$ cat config.mk
export PLATFORM = sky130hd
export DESIGN_NAME = strided_element_rle_decoder
export DESIGN_NICKNAME = d
export VERILOG_FILES = /design/src/sv/serle_pkg.sv /design/src/sv/serle_cfg.sv /design/src/sv/serle_core.sv /design/src/sv/serle_out.sv /design/src/sv/strided_element_rle_decoder.sv
export SDC_FILE = /design/constraint.sdc
export NUM_CORES = 1
export LEC_CHECK = 0
export CORE_ASPECT_RATIO = 1.4
export CORE_UTILIZATION = 40
export DETAILED_ROUTE_END_ITERATION = 6
export DONT_BUFFER_PORTS = 1
export HOLD_SLACK_MARGIN = 0.12
export PLACE_DENSITY = 0.56
export SLEW_MARGIN = 20
export SYNTH_ARGS = -nofsm -noshare
export SYNTH_HDL_FRONTEND = slang
export SYNTH_SLANG_ARGS = --single-unit
$ cat constraint.sdc
create_clock -name clk -period 18.64 [get_ports clk]
set_input_delay 3.728 -clock clk [delete_from_list [all_inputs] [get_ports clk]]
set_output_delay 3.728 -clock clk [all_outputs]
set_load 0.02 [all_outputs]
$ cat src/sv/serle_pkg.sv
package serle_pkg;

	// Defaults for the top-level parameters
	localparam int MAX_ELEMENT_BYTES_DEF = 8;
	localparam int OFFSET_WIDTH_DEF      = 32;

	// Fixed field widths
	localparam int BYTE_W    = 8;
	localparam int EBYTES_W  = 4;
	localparam int STRIDE_W  = 16;
	localparam int SIZE_W    = 32;
	localparam int OFFSET_W  = 32;
	localparam int VALUE_W   = 64;
	localparam int COPIES_W  = 8;
	localparam int COUNT_W   = 32;
	localparam int BIDX_W    = 3;
	localparam int CFG_IDX_W = 2;
	localparam int CFG_DATA_W = 32;
	// copies times stride
	localparam int STEP_W    = COPIES_W + STRIDE_W;

	// Configuration register indexes
	localparam logic [CFG_IDX_W-1:0] CFG_ELEMENT_BYTES  = 2'd0;
	localparam logic [CFG_IDX_W-1:0] CFG_ELEMENT_STRIDE = 2'd1;
	localparam logic [CFG_IDX_W-1:0] CFG_DEST_SIZE      = 2'd2;

	// Decoder phase, one-hot
	typedef enum logic [2:0] {
		PH_HEADER  = 3'b001,
		PH_LITERAL = 3'b010,
		PH_REPEAT  = 3'b100
	} phase_t;

	// Current configuration
	typedef struct packed {
		logic [EBYTES_W-1:0] element_bytes;
		logic [STRIDE_W-1:0] element_stride;
		logic [SIZE_W-1:0]   dest_size;
	} cfg_t;

	// One write command
	typedef struct packed {
		logic [OFFSET_W-1:0] dest_offset;
		logic [VALUE_W-1:0]  element_value;
		logic [COPIES_W-1:0] copies;
		logic [COUNT_W-1:0]  source_used;
		logic                last;
	} res_t;

endpackage

$ cat src/sv/serle_cfg.sv
module serle_cfg (
	input  logic                               clk,
	input  logic                               arst_n,
	input  logic                               cfg_we,
	input  logic [serle_pkg::CFG_IDX_W-1:0]    cfg_index,
	input  logic [serle_pkg::CFG_DATA_W-1:0]   cfg_data,
	output serle_pkg::cfg_t                    cfg,
	output logic [serle_pkg::STRIDE_W-1:0]     stride_nxt
);

	logic [serle_pkg::EBYTES_W-1:0] ebytes_q;
	logic [serle_pkg::STRIDE_W-1:0] stride_q;
	logic [serle_pkg::SIZE_W-1:0]   dsize_q;

	// Register writes
	always_ff @(posedge clk or negedge arst_n) begin
		if (!arst_n) begin
			ebytes_q <= serle_pkg::EBYTES_W'(1);
			stride_q <= serle_pkg::STRIDE_W'(1);
			dsize_q  <= '0;
		end else if (cfg_we) begin
			case (cfg_index)
				serle_pkg::CFG_ELEMENT_BYTES:  ebytes_q <= cfg_data[serle_pkg::EBYTES_W-1:0];
				serle_pkg::CFG_ELEMENT_STRIDE: stride_q <= cfg_data[serle_pkg::STRIDE_W-1:0];
				serle_pkg::CFG_DEST_SIZE:      dsize_q  <= cfg_data[serle_pkg::SIZE_W-1:0];
				default: ;
			endcase
		end
	end

	// Stride as it will be after this edge, for the step precompute
	always_comb begin
		stride_nxt = stride_q;
		if (cfg_we && cfg_index == serle_pkg::CFG_ELEMENT_STRIDE)
			stride_nxt = cfg_data[serle_pkg::STRIDE_W-1:0];
	end

	assign cfg.element_bytes  = ebytes_q;
	assign cfg.element_stride = stride_q;
	assign cfg.dest_size      = dsize_q;

endmodule

$ cat src/sv/serle_core.sv
module serle_core #(
	parameter int MAX_ELEMENT_BYTES = serle_pkg::MAX_ELEMENT_BYTES_DEF,
	parameter int OFFSET_WIDTH      = serle_pkg::OFFSET_WIDTH_DEF
) (
	input  logic                            clk,
	input  logic                            arst_n,
	input  logic                            fire,
	input  logic [serle_pkg::BYTE_W-1:0]    byte_s1,
	input  serle_pkg::cfg_t                 cfg,
	input  logic [serle_pkg::STRIDE_W-1:0]  stride_nxt,
	output logic                            res_valid,
	output serle_pkg::res_t                 res
);

	localparam int BUF_W  = MAX_ELEMENT_BYTES * serle_pkg::BYTE_W;
	localparam int WIDE_W = (OFFSET_WIDTH > serle_pkg::STEP_W) ? OFFSET_WIDTH
		: serle_pkg::STEP_W;
	localparam int CMP_W  = ((WIDE_W > serle_pkg::SIZE_W) ? WIDE_W : serle_pkg::SIZE_W) + 1;

	serle_pkg::phase_t                phase_q, phase_d;
	logic [serle_pkg::COPIES_W-1:0]   run_q, run_d;
	logic [serle_pkg::BIDX_W-1:0]     bidx_q, bidx_d;
	logic [BUF_W-1:0]                 buf_q, buf_d, buf_new;
	logic [OFFSET_WIDTH-1:0]          off_q, off_d;
	logic [serle_pkg::COUNT_W-1:0]    cnt_q, cnt_d, cnt_inc;
	logic [serle_pkg::STEP_W-1:0]     step_q, step_d;
	logic [serle_pkg::COPIES_W-1:0]   copies_cur, copies_d;
	logic [serle_pkg::EBYTES_W-1:0]   eb_eff;
	logic                             elem_done;
	logic [CMP_W-1:0]                 off_ext, next_full;
	logic                             is_last;

	// Effective element size, clamped to 1..MAX
	always_comb begin
		eb_eff = cfg.element_bytes;
		if (cfg.element_bytes == '0)
			eb_eff = serle_pkg::EBYTES_W'(1);
		else if (cfg.element_bytes > serle_pkg::EBYTES_W'(MAX_ELEMENT_BYTES))
			eb_eff = serle_pkg::EBYTES_W'(MAX_ELEMENT_BYTES);
	end

	// Merge the incoming byte into its lane
	always_comb begin
		buf_new = buf_q;
		for (int i = 0; i < MAX_ELEMENT_BYTES; i++) begin
			if (bidx_q == serle_pkg::BIDX_W'(i))
				buf_new[i*serle_pkg::BYTE_W +: serle_pkg::BYTE_W] =
					buf_q[i*serle_pkg::BYTE_W +: serle_pkg::BYTE_W] | byte_s1;
		end
	end

	assign elem_done  = ({1'b0, bidx_q} + serle_pkg::EBYTES_W'(1)) >= eb_eff;
	assign copies_cur = (phase_q == serle_pkg::PH_REPEAT) ? run_q
		: serle_pkg::COPIES_W'(1);
	assign cnt_inc    = cnt_q + serle_pkg::COUNT_W'(1);

	// Offset after this command; step_q already holds copies * stride
	assign off_ext   = CMP_W'(off_q);
	assign next_full = off_ext + CMP_W'(step_q);
	assign is_last   = next_full >= CMP_W'(cfg.dest_size);

	// Next state
	always_comb begin
		phase_d   = phase_q;
		run_d     = run_q;
		bidx_d    = bidx_q;
		buf_d     = buf_q;
		off_d     = off_q;
		cnt_d     = cnt_q;
		res_valid = 1'b0;
		if (fire) begin
			cnt_d = cnt_inc;
			case (phase_q)
				serle_pkg::PH_LITERAL, serle_pkg::PH_REPEAT: begin
					if (!elem_done) begin
						bidx_d = bidx_q + serle_pkg::BIDX_W'(1);
						buf_d  = buf_new;
					end else begin
						res_valid = 1'b1;
						bidx_d    = '0;
						buf_d     = '0;
						if (is_last) begin
							// destination full: start a new decode
							phase_d = serle_pkg::PH_HEADER;
							run_d   = '0;
							off_d   = '0;
							cnt_d   = '0;
						end else begin
							off_d = next_full[OFFSET_WIDTH-1:0];
							if (phase_q == serle_pkg::PH_REPEAT) begin
								run_d   = '0;
								phase_d = serle_pkg::PH_HEADER;
							end else begin
								run_d = run_q - serle_pkg::COPIES_W'(1);
								if (run_q == serle_pkg::COPIES_W'(1))
									phase_d = serle_pkg::PH_HEADER;
							end
						end
					end
				end
				default: begin
					// header byte; unused codes land here too
					if (byte_s1[serle_pkg::BYTE_W-1]) begin
						run_d   = serle_pkg::COPIES_W'(9'd257 - {1'b0, byte_s1});
						phase_d = serle_pkg::PH_REPEAT;
					end else begin
						run_d   = byte_s1 + serle_pkg::COPIES_W'(1);
						phase_d = serle_pkg::PH_LITERAL;
					end
					bidx_d = '0;
					buf_d  = '0;
				end
			endcase
		end
	end

	// Offset step for the next element, from next state and next stride
	assign copies_d = (phase_d == serle_pkg::PH_REPEAT) ? run_d : serle_pkg::COPIES_W'(1);
	assign step_d   = serle_pkg::STEP_W'(copies_d) * serle_pkg::STEP_W'(stride_nxt);

	always_ff @(posedge clk or negedge arst_n) begin
		if (!arst_n) begin
			phase_q <= serle_pkg::PH_HEADER;
			run_q   <= '0;
			bidx_q  <= '0;
			buf_q   <= '0;
			off_q   <= '0;
			cnt_q   <= '0;
			step_q  <= serle_pkg::STEP_W'(1);
		end else begin
			phase_q <= phase_d;
			run_q   <= run_d;
			bidx_q  <= bidx_d;
			buf_q   <= buf_d;
			off_q   <= off_d;
			cnt_q   <= cnt_d;
			step_q  <= step_d;
		end
	end

	// Result fields
	assign res.dest_offset   = off_ext[serle_pkg::OFFSET_W-1:0];
	assign res.element_value = serle_pkg::VALUE_W'(buf_new);
	assign res.copies        = copies_cur;
	assign res.source_used   = cnt_inc;
	assign res.last          = is_last;

	// A run in progress always has elements left
	a_run_nonzero: assert property (@(posedge clk) disable iff (!arst_n)
		(phase_q != serle_pkg::PH_HEADER) |-> (run_q != '0))
		else $error("run in progress with zero count");

	// Byte lane stays inside the element buffer
	a_bidx_range: assert property (@(posedge clk) disable iff (!arst_n)
		{1'b0, bidx_q} < (serle_pkg::BIDX_W+1)'(MAX_ELEMENT_BYTES))
		else $error("byte index beyond element buffer");

	// Precomputed step tracks the live run and stride
	a_step_sync: assert property (@(posedge clk) disable iff (!arst_n)
		step_q == serle_pkg::STEP_W'(copies_cur) * serle_pkg::STEP_W'(cfg.element_stride))
		else $error("offset step out of sync");

	// A final command restarts the decode
	a_restart: assert property (@(posedge clk) disable iff (!arst_n)
		(res_valid && res.last) |=>
		(off_q == '0 && cnt_q == '0 && phase_q == serle_pkg::PH_HEADER))
		else $error("decode did not restart after last command");

endmodule

$ cat src/sv/serle_out.sv
module serle_out (
	input  logic            clk,
	input  logic            arst_n,
	input  logic            load,
	input  serle_pkg::res_t res,
	input  logic            dst_stall,
	output logic            out_free,
	output logic            dst_valid,
	output serle_pkg::res_t res_q
);

	logic valid_q;

	// Output register can take a new command when empty or being drained
	assign out_free = !valid_q || !dst_stall;

	always_ff @(posedge clk or negedge arst_n) begin
		if (!arst_n) begin
			valid_q <= 1'b0;
		end else if (out_free) begin
			valid_q <= load;
		end
	end

	always_ff @(posedge clk) begin
		if (out_free && load) begin
			res_q <= res;
		end
	end

	assign dst_valid = valid_q;

endmodule

$ cat src/sv/strided_element_rle_decoder.sv
// Channel   Direction  Handshake               Payload
// source    in         src_valid / src_stall   source_byte
// dest      out        dst_valid / dst_stall   dest_offset, element_value, copies,
//                                              source_used, last
// config    in         cfg_we                  cfg_index, cfg_data
//
// Sustains one source byte per cycle unless dst_stall holds a full output register;
// a command is decoded from its last byte in the input register into the output register.
// The copies * stride product is precomputed into a register, so the offset path is one add.
// Reset clears the decode state to expecting a header at offset 0, and the registers to
// element_bytes 1, element_stride 1, dest_size 0.
// dst_stall holding a full output register stalls the source in the same cycle
// while the input register holds a byte.
module strided_element_rle_decoder #(
	parameter int MAX_ELEMENT_BYTES = serle_pkg::MAX_ELEMENT_BYTES_DEF,
	parameter int OFFSET_WIDTH      = serle_pkg::OFFSET_WIDTH_DEF
) (
	input  logic                             clk,
	input  logic                             arst_n,
	input  logic                             src_valid,
	output logic                             src_stall,
	input  logic [serle_pkg::BYTE_W-1:0]     source_byte,
	output logic                             dst_valid,
	input  logic                             dst_stall,
	output logic [serle_pkg::OFFSET_W-1:0]   dest_offset,
	output logic [serle_pkg::VALUE_W-1:0]    element_value,
	output logic [serle_pkg::COPIES_W-1:0]   copies,
	output logic [serle_pkg::COUNT_W-1:0]    source_used,
	output logic                             last,
	input  logic                             cfg_we,
	input  logic [serle_pkg::CFG_IDX_W-1:0]  cfg_index,
	input  logic [serle_pkg::CFG_DATA_W-1:0] cfg_data
);

	serle_pkg::cfg_t                 cfg;
	logic [serle_pkg::STRIDE_W-1:0]  stride_nxt;
	logic                            valid_s1;
	logic [serle_pkg::BYTE_W-1:0]    byte_s1;
	logic                            out_free;
	logic                            fire;
	logic                            res_valid;
	serle_pkg::res_t                 res;
	serle_pkg::res_t                 res_q;

	serle_cfg u_cfg (
		.clk        (clk),
		.arst_n     (arst_n),
		.cfg_we     (cfg_we),
		.cfg_index  (cfg_index),
		.cfg_data   (cfg_data),
		.cfg        (cfg),
		.stride_nxt (stride_nxt)
	);

	// Input register: the byte is decoded when the output side has room
	assign fire      = valid_s1 && out_free;
	assign src_stall = valid_s1 && !out_free;

	always_ff @(posedge clk or negedge arst_n) begin
		if (!arst_n) begin
			valid_s1 <= 1'b0;
		end else if (!src_stall) begin
			valid_s1 <= src_valid;
		end
	end

	always_ff @(posedge clk) begin
		if (src_valid && !src_stall) begin
			byte_s1 <= source_byte;
		end
	end

	serle_core #(
		.MAX_ELEMENT_BYTES (MAX_ELEMENT_BYTES),
		.OFFSET_WIDTH      (OFFSET_WIDTH)
	) u_core (
		.clk        (clk),
		.arst_n     (arst_n),
		.fire       (fire),
		.byte_s1    (byte_s1),
		.cfg        (cfg),
		.stride_nxt (stride_nxt),
		.res_valid  (res_valid),
		.res        (res)
	);

	serle_out u_out (
		.clk       (clk),
		.arst_n    (arst_n),
		.load      (res_valid),
		.res       (res),
		.dst_stall (dst_stall),
		.out_free  (out_free),
		.dst_valid (dst_valid),
		.res_q     (res_q)
	);

	assign dest_offset   = res_q.dest_offset;
	assign element_value = res_q.element_value;
	assign copies        = res_q.copies;
	assign source_used   = res_q.source_used;
	assign last          = res_q.last;

endmodule
==> out/summary.txt, run 1 <==
Status: finished, final reports clean
CTS tree: yes
Peak Freq: 92.1 MHz
Ratio of cells with drive above 1 in the final layout: 7.63%
Root buffer cell: clkbuf_16
H-tree levels: 2
Total Routing Usage GR: 19.5%
Final hold viol count: 0
Routability Congestion: 0.894
Vias: 13,870
Die width: 195 um
Post-synth top cells: 216 x dfrtp_1, 203 x inv_1, 195 x nand2_1
Row count: 98
Most used cell along the critical path: o21ai_0
Worst Reg-to-Reg Cells: 41
Seq/Total Area, Yosys: 47.5%
Die Y: 272 um
Post-synthesis cell type count: 84
Area growth from synthesis to layout: 9.21%
Ranking of synthesized cells by area: dfrtp_1 26%, edfxtp_1 21%, fa_1 8.2%, ha_1 7.0%, inv_1 3.7%
Arrival @ worst endpoint: 11.29 ns
Die area: 52,900 um2
Initial core utilization: 40.6%
Syn Inst Count: 1,933
Total CTS buffers: 40
Hold path cells: 0
Area of the mapped netlist: 20,800 um2
Grt ovf: 0
Critical path class: reg2reg
Number of port buffers: 0
Routed WL: 50,900 um
FFs w/ async S/R, synth: 60.3%
Worst EP required: 19.08 ns
Max Cap Viol: 0
Filler cell count: 4,739
Fin Setup TNS: 0 ns
Layout net count: 2,156
Top-area cell type share of the netlist area: 26.0%
Max incr delay on CP: 0.57 ns
CTS Buffer Depth: 3
Antenna violations before repair: 1
Num Clock Sinks: 365
Wire length per cell: 19.6 um
CP max-delay cell: fa_1
I/O pin count: 186
First-pass GRT wire length: 79,800 um
# DRC: 0
Final min period: 10.85 ns
Register area: 9860 um2
Hold Buf Count CTS: 0
CP Capture Type: flop
Startpoint Class: flop
Reg2reg setup slack: 7.79 ns
Post-Syn Nets: 2,181
FF+latch count, synth: 365
Initial DRC count: 777
Drt pass-1 iters: 5
Slew @ Worst Pin: 1.10 ns
Via-to-Cell Ratio: 5.36
YS warnings: 0
Final setup violation count: 0
Slew headroom: 26.8%
Pin count of the biggest net entering global routing: 221
Detail Placement HPWL: 36,600 um
Routed Antenna Nets: 0
Clock latency on the worst-skew pair: 0.56 ns
Synth area leader: dfrtp_1
Worst min path class: reg2reg
CP max FO: 16
Layout Skew: 0.0168 ns
Post-CTS Setup Repair Bufs: 0
Tcrit/Tclk final: 58.2%
Syn_area_per_cell: 10.7 um2
N_diodes: 0
Placeable Area: 51,100 um2
Clock-pin slew on the worst setup and hold paths: 0.06 ns
Most frequent cell after synthesis: dfrtp_1
Vias in the first global route: 14,095
Fin. max-slew vios: 0
Ys flop type: dfrtp_1
RSZ-0062 raised after global routing: no
Footprint of the multi-input gates: 9800 um2
EDFF count, synth: 145
# resized after CTS: 0
-- worst max-delay path: cells and delay by family (launching register included) --
kind | cells | cell delay, ns
XOR/XNOR | 2 | 0.34
flip-flops | 1 | 0.41
AND/OR/NAND/NOR | 8 | 1.30
AO/OA/AOI/OAI | 20 | 5.21
buffers and inverters | 4 | 0.38
adder cells (fa/ha/maj) | 7 | 3.09
-- per-stage QoR --
step	cell area [um2]	worst slack [ns]	utilization (%)	cells	hold WS [ns]
4_1_cts	22700	7.88	44.4	2590	0.492
3_5_place_dp	21400	7.79	41.8	2516	0.467
2_1_floorplan	20800	9.12	-	1933	0.423
3_3_place_gp	21400	7.85	41.8	2516	0.461
6_report	22700	7.79	44.4	2590	0.485
5_1_grt	22700	7.01	44.4	2590	0.506
-- registers in the layout, summed over array words and instances (netlist names) --
signal	cells
u_core.step_q	24
u_out.dst_valid	1
valid_s1	1
u_core.run_q	8
u_cfg.dsize_q	32
u_cfg.ebytes_q	4
u_out.res_q	137
u_core.off_q	32
u_core.phase_q	3
byte_s1	8
u_core.buf_q	64
u_core.bidx_q	3
u_cfg.stride_q	16
u_core.cnt_q	32
-- cell families after synthesis --
kind of cell,count (synthesis),synth area share (%)
simple gates,548,12.2
buf+inv,288,5.47
mux,53,2.76
compound gates,398,13.5
xor+xnor,80,3.37
fa+ha+maj,201,15.2
flops,365,47.5
-- area by class of cell --
class / count / area share (%)
timing repair buffer: 15 / 0.496
clock inverter: 17 / 0.799
clock buffer: 57 / 5.01
tap: 650 / 3.58
sequential: 365 / 43.5
multi-input combinational: 1280 / 43.2
inverter: 206 / 3.44
-- metal layers --
| metal | vias to the layer above | GRT usage (%) | wire, um |
|---|---|---|---|
| li1 | 6577 | - | - |
| met2 | 276 | 35.2 | 26600 |
| met5 | - | 0 | 16 |
| met3 | 88 | 3.68 | 2320 |
| met4 | 2 | 7.12 | 1600 |
| met1 | 6927 | 22.8 | 20300 |
-- cells in the final DEF, fill, tap and decap left out, types with 10 or more instances in the layout --
cell type / instances
nand3_1: 41
clkbuf_1: 12
mux2i_1: 18
nand4_1: 12
a21o_1: 86
buf_4: 15
fa_1: 85
a21oi_1: 44
a31oi_1: 13
mux2_2: 35
nand2_1: 193
inv_1: 203
a32o_1: 15
o21ai_0: 85
and3_1: 23
clkbuf_16: 42
nor2b_1: 15
o21ai_1: 10
a21boi_0: 50
ha_1: 116
nor2_1: 143
xor2_1: 24
nand2b_1: 37
nor3_1: 28
a211oi_1: 11
edfxtp_1: 145
a22o_1: 12
and2_1: 18
xnor2_1: 56
o21a_1: 14
dfrtp_1: 216
-- worst paths after layout --
kind,from,to
min,u_core.off_q[2]$_DFFE_PN0P_,u_out.res_q[107]$_DFFE_PP_
min in group asynchronous,arst_n,u_cfg.dsize_q[18]$_DFFE_PN0P_
max,u_core.off_q[1]$_DFFE_PN0P_,u_core.step_q[22]$_DFF_PN0_
min reg2reg,u_core.off_q[2]$_DFFE_PN0P_,u_out.res_q[107]$_DFFE_PP_
max in group asynchronous,arst_n,u_core.buf_q[52]$_DFFE_PN0P_
max reg2reg,u_core.off_q[1]$_DFFE_PN0P_,u_core.step_q[22]$_DFF_PN0_
Power of run 1 is not shown: default switching activity piles up to over one toggle a cycle in this logic, so the estimate is an artifact.
==> run 2, diff against run 1 <==
--- a/config.mk
+++ b/config.mk
@@ -5,12 +5,13 @@
 export SDC_FILE = /design/constraint.sdc
 export NUM_CORES = 1
 export LEC_CHECK = 0
+export ABC_AREA = 1
 export CORE_ASPECT_RATIO = 1.4
 export CORE_UTILIZATION = 40
 export DETAILED_ROUTE_END_ITERATION = 6
 export DONT_BUFFER_PORTS = 1
 export HOLD_SLACK_MARGIN = 0.12
-export PLACE_DENSITY = 0.56
+export PLACE_DENSITY = 0.58
 export SLEW_MARGIN = 20
 export SYNTH_ARGS = -nofsm -noshare
 export SYNTH_HDL_FRONTEND = slang
==> constraint.sdc (replaced) <==
create_clock -name clk -period 9.2 [get_ports clk]
set_input_delay 1.84 -clock clk [delete_from_list [all_inputs] [get_ports clk]]
set_output_delay 1.84 -clock clk [all_outputs]
set_load 0.02 [all_outputs]
==> run 2 against run 1 <==
The flow now finishes with violations (DRC). First-iteration DRC count is 14% higher. Fmax up 27%. Global-route usage increased by 1.0 points. Synthesized cell count increased by 11%. Sequential share of layout area is 0.25 points higher. Register-to-register slack worse by 7.2 ns. Non-clock buffer count grew 21. Critical endpoint unchanged.
==> out/summary.txt, run 2 <==
Status: complete, but fails checks
Failing checks: DRC
Pin count of the biggest net entering global routing: 221
Tcrit/Tclk final: 93.2%
Initial DRC count: 884
Area of the mapped netlist: 20,400 um2
Placeable Area: 50,200 um2
Total Routing Usage GR: 20.5%
Arrival @ worst endpoint: 8.99 ns
Final setup violation count: 0
Commonest non-fill, non-tap cell in the layout: inv_1
Number of port buffers: 0
N_diodes: 0
Ys flop type: dfrtp_1
Peak Freq: 117 MHz
H-tree levels: 2
Max incr delay on CP: 0.54 ns
Layout Skew: 0.0201 ns
Post-DP Area: 21,200 um2
Ranking of synthesized cells by area: dfrtp_1 26%, edfxtp_1 21%, fa_1 8.3%, inv_1 7.4%, ha_1 7.1%
Post-Syn Nets: 2,385
Final min period: 8.58 ns
CTS tree: yes
Die area: 51,900 um2
CP max FO: 17
Sw frac: 44.5%
Final Cell Area: 22,600 um2
Max reg flops: 137
FF+latch count, synth: 365
FFs w/ async S/R, synth: 60.3%
Clock share of power: 18.4%
Clock-pin slew on the worst setup and hold paths: 0.06 ns
Initial core utilization: 40.6%
Seq/Total Area, Yosys: 48.3%
Maximum VDD drop: 0.261 mV
CP delay by family, top: adder cells
CP Capture Type: flop
Post-synthesis cell type count: 48
CTS Buffer Depth: 3
Startpoint Class: flop
Worst EP required: 9.61 ns
Post-synth top cells: 404 x inv_1, 295 x nand2_1, 216 x dfrtp_1
P_int: 4650 uW
Syn Inst Count: 2,137
Vias in the first global route: 15,023
Seq pwr share: 31.2%
Clock latency on the worst-skew pair: 0.53 ns
Routed WL: 51,800 um
Most used cell along the critical path: nand2_1
Via-to-Cell Ratio: 5.16
Non-Filler Instances: 2,828
Layout net count: 2,404
Leak: 0.0109 uW
Row count: 97
Grt ovf: 0
# DRC: 20
Area growth from synthesis to layout: 10.6%
Max Cap Viol: 0
I/O pin count: 186
Vias: 14,580
Buf/Inv on CP: 9
Logic pwr share: 50.3%
Die Y: 269 um
Top Registers: u_out.res_q (137), u_core.buf_q (64)
Syn_area_per_cell: 9.55 um2
Detail Placement HPWL: 38,200 um
Root buffer cell: clkbuf_16
Num Clock Sinks: 365
Routability Congestion: 0.899
Drt pass-1 iters: 7
Critical path class: reg2reg
Slew headroom: 37.3%
Routed Antenna Nets: 0
Wire length per cell: 18.3 um
Dpl cells: 2,754
Most frequent cell after synthesis: inv_1
Synth area leader: dfrtp_1
Worst min path class: reg2reg
Switching power: 3730 uW
Power per cell area: 371 nW/um2
EDFF count, synth: 145
Antenna violations before repair: 1
Ratio of cells with drive above 1 in the final layout: 6.73%
CP max-delay cell: fa_1
Final hold viol count: 0
Reg with most FFs: u_out.res_q
Core Util, Final: 44.9%
Slew @ Worst Pin: 0.940 ns
Highest-count cells in the layout ignoring fill and taps: 404 x inv_1, 293 x nand2_1, 216 x dfrtp_1
Fin. max-slew vios: 0
Hold Buf Count CTS: 0
Top-area cell type share of the netlist area: 26.5%
Die width: 193 um
YS warnings: 0
First-pass GRT wire length: 82,900 um
Total CTS buffers: 38
==> run 2: changes by cell type after synthesis, moves of 46 or more <==
cell | before | now
nand2_1 | 195 | 295
a21oi_1 | 46 | 173
a21o_1 | 86 | 5
nand3_1 | 41 | 115
a21boi_0 | 50 | 4
inv_1 | 203 | 404
==> run 2: power groups by stage <==
stage / Sequential, uW / Clock [uW] / Combinational, uW
finish: 2620 / 1540 / 4210
global route: 2660 / 1650 / 4860
CTS: 2630 / 1590 / 4190
detailed placement: 2660 / 0 / 4150
global placement: 2650 / 0 / 4120
floorplan: 2540 / 0 / 3030
==> run 2: per-stage QoR <==
step           setup WS (ns)  total power, uW  TNS, ns  hold WS (ns)
2_1_floorplan          0.621             5580        0         0.446
3_3_place_gp           0.194             6760        0         0.464
3_5_place_dp          0.0605             6810        0         0.474
4_1_cts             0.000496             8400        0         0.488
5_1_grt              -0.0530             9160   -0.128         0.501
6_report               0.623             8370        0         0.487
==> run 2: layout make-up <==
| type | count | area (um2) |
|---|---|---|
| clock buffer | 47 | 1050 |
| timing repair buffer | 36 | 287 |
| multi-input combinational | 1302 | 8810 |
| tap | 643 | 805 |
| inverter | 413 | 1560 |
| fill | 4870 | 27700 |
| clock inverter | 22 | 200 |
| sequential | 365 | 9860 |
==> run 2: kinds of logic (layout without fill, tap and decap cells) <==
family	after synthesis	after routing	share of synthesized area, %
compound gates	387	387	10.6
xor+xnor	83	83	3.56
buf+inv	470	518	8.91
simple gates	631	631	13.1
flops	365	365	48.3
fa+ha+maj	201	201	15.4
==> run 2: repair_timing <==
| item | 4_1_cts | 5_1_grt |
|---|---|---|
| resized for setup | 0 | 22 |
| setup endpoints to repair | 0 | 9 |
| buffers inserted | 0 | 5 |
==> run 2: path summary, 6_finish.rpt <==
check / start / endpoint / slack, ns / cells past startpoint
hold reg to reg: u_core.buf_q[61]$_DFFE_PN0P_ / u_core.buf_q[61]$_DFFE_PN0P_ / 0.49 / 2
max in group asynchronous: arst_n / u_core.step_q[0]$_DFF_PN1_ / 7.82 / 0
hold / removal: u_core.buf_q[61]$_DFFE_PN0P_ / u_core.buf_q[61]$_DFFE_PN0P_ / 0.49 / 2
min in group asynchronous: arst_n / u_core.cnt_q[12]$_DFFE_PN0P_ / 1.02 / 0
setup reg to reg: u_core.step_q[0]$_DFF_PN1_ / u_core.step_q[22]$_DFF_PN0_ / 0.62 / 47
setup / recovery: u_core.step_q[0]$_DFF_PN1_ / u_core.step_q[22]$_DFF_PN0_ / 0.62 / 47
==> run 2: per-layer routing <==
metal	GRT usage, %	wire length (um)	up-vias
met5	0	13	-
met4	7.24	1800	2
met3	3.32	2320	81
met2	36.9	27200	350
met1	24.3	20500	7189
li1	-	-	6958
==> run 2: worst reg2reg max path, delay by kind of cell (launching register included) <==
kind	cells	cell delay [ns]
fa+ha+maj	8	3.19
compound gates	10	2.00
simple gates	19	1.70
buf+inv	9	0.82
flops	1	0.52
xor+xnor	1	0.22
Note: power is estimated with default switching activity, not from simulation.
